File: config.mk
export PLATFORM = sky130hd
export DESIGN_NAME = gea_cfg
export DESIGN_NICKNAME = d
export VERILOG_FILES = /design/src/hw/rtl/gea_pkg.sv /design/src/hw/rtl/gea_cfg.sv
export SDC_FILE = /design/constraint.sdc
export NUM_CORES = 1
export LEC_CHECK = 0
export BUFFER_PORTS_ARGS = -buffer_cell sky130_fd_sc_hd__buf_2
export CAP_MARGIN = 20
export CORE_UTILIZATION = 40
export CTS_CLUSTER_DIAMETER = 50
export DETAILED_ROUTE_END_ITERATION = 8
export PLACE_DENSITY_LB_ADDON = 0.2
export SLEW_MARGIN = 20
export SYNTH_ARGS = -nofsm -noshare
export SYNTH_HDL_FRONTEND = slang
export SYNTH_SLANG_ARGS = --single-unit
File: constraint.sdc
create_clock -name clk -period 1.05 [get_ports clk]
set_input_delay 0 -clock clk [delete_from_list [all_inputs] [get_ports clk]]
set_output_delay 0 -clock clk [all_outputs]
set_load 0.02 [all_outputs]
File: src/hw/rtl/gea_pkg.sv
// Shared types, codes and constants for the greedy element agglomeration engine.
`default_nettype none

package gea_pkg;

	localparam int DEF_MAX_ELEMENTS = 1024;
	localparam int DEF_MAX_ENTRIES = 16384;
	localparam int DEF_MAX_MEMBERS = 128;

	localparam int ACC_W = 24;
	localparam int WEIGHT_W = 16;
	localparam logic [ACC_W-1:0] ACC_MAX = '1;

	localparam logic [10:0] RST_ELEMENT_COUNT = 11'd1;
	localparam logic [31:0] RST_ELEMENT_BASE = 32'd0;
	localparam logic [15:0] RST_GROW_THRESHOLD = 16'd4;
	localparam logic [15:0] RST_ATTACH_THRESHOLD = 16'd3;
	localparam logic [7:0] RST_MAX_MACRO_SIZE = 8'd100;

	typedef enum logic [1:0] {
		ACT_LOAD = 2'd0,
		ACT_RUN = 2'd1,
		ACT_READ = 2'd2,
		ACT_CLEAR = 2'd3
	} action_t;

	typedef enum logic [1:0] {
		STS_OK = 2'd0,
		STS_FULL = 2'd1,
		STS_ORDER = 2'd2,
		STS_RANGE = 2'd3
	} status_t;

	typedef enum logic [2:0] {
		REG_ELEMENT_COUNT = 3'd0,
		REG_ELEMENT_BASE = 3'd1,
		REG_GROW_THRESHOLD = 3'd2,
		REG_ATTACH_THRESHOLD = 3'd3,
		REG_MAX_MACRO_SIZE = 3'd4
	} reg_idx_t;

	typedef enum logic [4:0] {
		ST_IDLE,
		ST_FILL,
		ST_READ,
		ST_CLR,
		ST_ROOT_RD,
		ST_ROOT_CHK,
		ST_SPAN0,
		ST_SPAN1,
		ST_SPAN2,
		ST_SCAN,
		ST_ENT_WAIT,
		ST_EL_WAIT,
		ST_GROW_CHK,
		ST_FIN_RD,
		ST_FIN_WR,
		ST_ATT_RD,
		ST_ATT_CHK,
		ST_ATT_END,
		ST_SGL_RD,
		ST_SGL_CHK
	} state_t;

	typedef struct packed {
		logic [10:0] element_count;
		logic [31:0] element_base;
		logic [15:0] grow_threshold;
		logic [15:0] attach_threshold;
		logic [7:0] max_macro_size;
	} cfg_t;

endpackage

`default_nettype wire

File: src/hw/rtl/gea_cfg.sv
// Configuration registers behind the APB-style port.
`default_nettype none

module gea_cfg (
	input wire logic clk,
	input wire logic arst_n,
	input wire logic psel,
	input wire logic penable,
	input wire logic pwrite,
	input wire logic [4:0] paddr,
	input wire logic [31:0] pwdata,
	output logic [31:0] prdata,
	output logic pready,
	output gea_pkg::cfg_t cfg
);
	import gea_pkg::*;

	cfg_t cfg_q;
	logic wr_en;

	assign pready = 1'b1;
	assign wr_en = psel & penable & pwrite;
	assign cfg = cfg_q;

	always_ff @(posedge clk or negedge arst_n) begin
		if (!arst_n) begin
			cfg_q.element_count <= RST_ELEMENT_COUNT;
			cfg_q.element_base <= RST_ELEMENT_BASE;
			cfg_q.grow_threshold <= RST_GROW_THRESHOLD;
			cfg_q.attach_threshold <= RST_ATTACH_THRESHOLD;
			cfg_q.max_macro_size <= RST_MAX_MACRO_SIZE;
		end else if (wr_en) begin
			case (reg_idx_t'(paddr[4:2]))
				REG_ELEMENT_COUNT: cfg_q.element_count <= pwdata[10:0];
				REG_ELEMENT_BASE: cfg_q.element_base <= pwdata;
				REG_GROW_THRESHOLD: cfg_q.grow_threshold <= pwdata[15:0];
				REG_ATTACH_THRESHOLD: cfg_q.attach_threshold <= pwdata[15:0];
				REG_MAX_MACRO_SIZE: cfg_q.max_macro_size <= pwdata[7:0];
				default: ;
			endcase
		end
	end

	always_comb begin
		prdata = '0;
		case (reg_idx_t'(paddr[4:2]))
			REG_ELEMENT_COUNT: prdata = {21'd0, cfg_q.element_count};
			REG_ELEMENT_BASE: prdata = cfg_q.element_base;
			REG_GROW_THRESHOLD: prdata = {16'd0, cfg_q.grow_threshold};
			REG_ATTACH_THRESHOLD: prdata = {16'd0, cfg_q.attach_threshold};
			REG_MAX_MACRO_SIZE: prdata = {24'd0, cfg_q.max_macro_size};
			default: prdata = '0;
		endcase
	end

endmodule

`default_nettype wire

==> impl_metrics.env <==
export IMPL_outcome="finished, violations left"
export IMPL_violations="negative setup slack"
export IMPL_insertion_delay_ns=0.34
export IMPL_async_reset_ff_frac=1.00
export IMPL_routed_wl_um=11500
export IMPL_setup_violations=18
export IMPL_period_share=1.44
export IMPL_ctsHtreeMaxLevel=3
export IMPL_finalWorstSetupSlack_ns=-0.459
export IMPL_grt_overflow=0
export IMPL_worstSetupPathType="register to output pin"
export IMPL_antenna_cells=0
export IMPL_cts_buffer_depth=2
export IMPL_cts_sinks=83
export IMPL_fin_skew_ns=0
export IMPL_largest_reg_flops=83
export IMPL_cts_inserted_buffers=9
export IMPL_leakagePower_nw=3.20
export IMPL_r2r_cells=3
export IMPL_power_mw=11.3
export IMPL_drive_above_1_share=0.725
export IMPL_dieArea_sq_um=10200
export IMPL_dp_cells=591
export IMPL_tritoncts="built"
export IMPL_pwr_density_cell_nw_per_um2=1730
export IMPL_grt_max_degree=40
export IMPL_clkTransAtPathRegs_ns=0.09
export IMPL_core_sq_um=9370
export IMPL_dp_hpwl_um=7210
export IMPL_maxCapViolCount=0
export IMPL_portBuffers=154
export IMPL_grt_pass1_wl_um=16900
export IMPL_start_util=0.417
export IMPL_postSynthNetCount=319
export IMPL_nets=565
export IMPL_synth_seq_cells=83
export IMPL_hold_violations=0
export IMPL_synth_area_per_cell_sq_um=14.1
export IMPL_ir_worst_vdd_uv=1140
export IMPL_final_common_cell="buf_2"
export IMPL_yosysUniqueCellTypes=30
export IMPL_yosys_warnings=0
export IMPL_design_portCount=158
export IMPL_syn_inst=277
export IMPL_worstPathMaxFanout=2
export IMPL_antenna_found_initial=0
export IMPL_routedWlPerCell_um=17.5
export IMPL_drcViolationCount=0
export IMPL_hold_slack_ns=0.0645
export IMPL_row_count=35
export IMPL_worstSetupStartpointType="register"
export IMPL_synth_cell_area_sq_um=3910
export IMPL_die_width_um=101
export IMPL_syn_to_final_growth_pct=66.6
export IMPL_drt_initial_drc_count=74
export IMPL_pre_cts_ws_ns=-0.236
export IMPL_rsz0062_at_grt="true"
export IMPL_grt_pass1_vias=3255
export IMPL_final_cell_mix="buf_2, dfrtp_1, buf_6, mux2_2, buf_4"
export IMPL_vias=3262
export IMPL_timing_fmax_ghz=0.663
export IMPL_antenna_left=0
export IMPL_synth_seq_area_share=0.534
export IMPL_crit_required_ns=1.05
export IMPL_first_pass_iters=4
export IMPL_synth_edf_count=0
export IMPL_crit_start="cfg[34]$_DFFE_PN0P_"
export IMPL_cts_root_buf="clkbuf_8"
export IMPL_cp_end_kind="output pin"
export IMPL_arrival_ns=1.51
export IMPL_die_h_um=101
export IMPL_min_period_ns=1.51
export IMPL_instances_no_fill=657
export IMPL_viasPerCell=4.96
export IMPL_r2r_start="cfg[69]$_DFFE_PN0P_"
export IMPL_synthFlopType="dfrtp_1"
export IMPL_grt_use_total=0.221
export IMPL_place_gp_congestion=0.798
export IMPL_slew_viol_final=0
export IMPL_hold_path_class="primary input to asynchronous set/reset pin"
## cell usage after synthesis, types with 3 or more instances
cell type / number / area, sq um
o22ai_1: 7 / 43.8
a22oi_1: 12 / 90.1
dfrtp_1: 76 / 1900
buf_2: 4 / 20.0
mux2_2: 84 / 946
nor2b_1: 5 / 31.3
dfstp_2: 7 / 184
a21oi_1: 7 / 35.0
mux2_4: 10 / 150
nor3b_1: 8 / 60.1
clkbuf_1: 4 / 15.0
nor2_1: 8 / 30.0
mux4_2: 3 / 67.6
buf_4: 7 / 52.6
and2_1: 16 / 100
## timing repair
| item | in CTS | in global routing |
|---|---|---|
| gates cloned | 0 | 1 |
| pin swaps | 13 | 4 |
| buffers inserted | 13 | 12 |
| hold buffers | 33 | 0 |
| gates resized for setup | 59 | 121 |
| endpoints found under the hold margin | 159 | 0 |
| setup endpoints to repair | 43 | 67 |
## cells by family after synthesis
kind of cell           share of synthesized area
flip-flops                                 0.534
AO/OA/AOI/OAI                             0.0458
buffers and inverters                     0.0301
AND/OR/NAND/NOR                           0.0839
multiplexers                               0.306
other                                   0.000959
## routing by layer
metal	track usage	share of wire
met1	0.282	0.42
met2	0.369	0.51
met5	0	0
met4	0.0858	0.019
met3	0.0458	0.047
## worst max-delay path: stages, from the launching register on
cell and delay [ns]:
dfrtp_1 0.40, mux4_2 0.45, nor2b_1 0.14, buf_4 0.16
## through the flow
| stage | utilization | instance area, sq um | TNS [ns] |
|---|---|---|---|
| 2_1_floorplan | - | 3990 | -5.37 |
| 3_3_place_gp | 0.562 | 5270 | -17.50 |
| 3_5_place_dp | 0.562 | 5270 | -18.72 |
| 4_1_cts | 0.652 | 6110 | -5.71 |
| 5_1_grt | 0.695 | 6510 | -7.06 |
| 6_report | 0.695 | 6510 | -5.52 |
## worst paths after layout
kind	to	slack, ns
min reg2reg	cfg[71]$_DFFE_PN0P_	0.51
max reg2reg	cfg[69]$_DFFE_PN0P_	0.01
min in group clk	cfg[79]$_DFFE_PN0P_	0.28
min	cfg[53]$_DFFE_PN0P_	0.06
max in group asynchronous	cfg[5]$_DFFE_PN1P_	0.42
max	prdata[10]	-0.46
## power by group
group / leakage (nW) / switching, mW / internal [mW]
clock network: 0.103 / 1.15 / 1.41
logic: 2.05 / 2.02 / 2.36
registers: 1.04 / 0.464 / 3.86
## area by class of cell
cell class,instances,area [sq um]
clock buffers,12,145
fillers,697,2860
well taps,129,161
repair buffers,254,2120
flip-flops and latches,83,2090
clock inverters,4,75.1
multi-input cells,175,1920
Power figures use the tool's default switching activity.
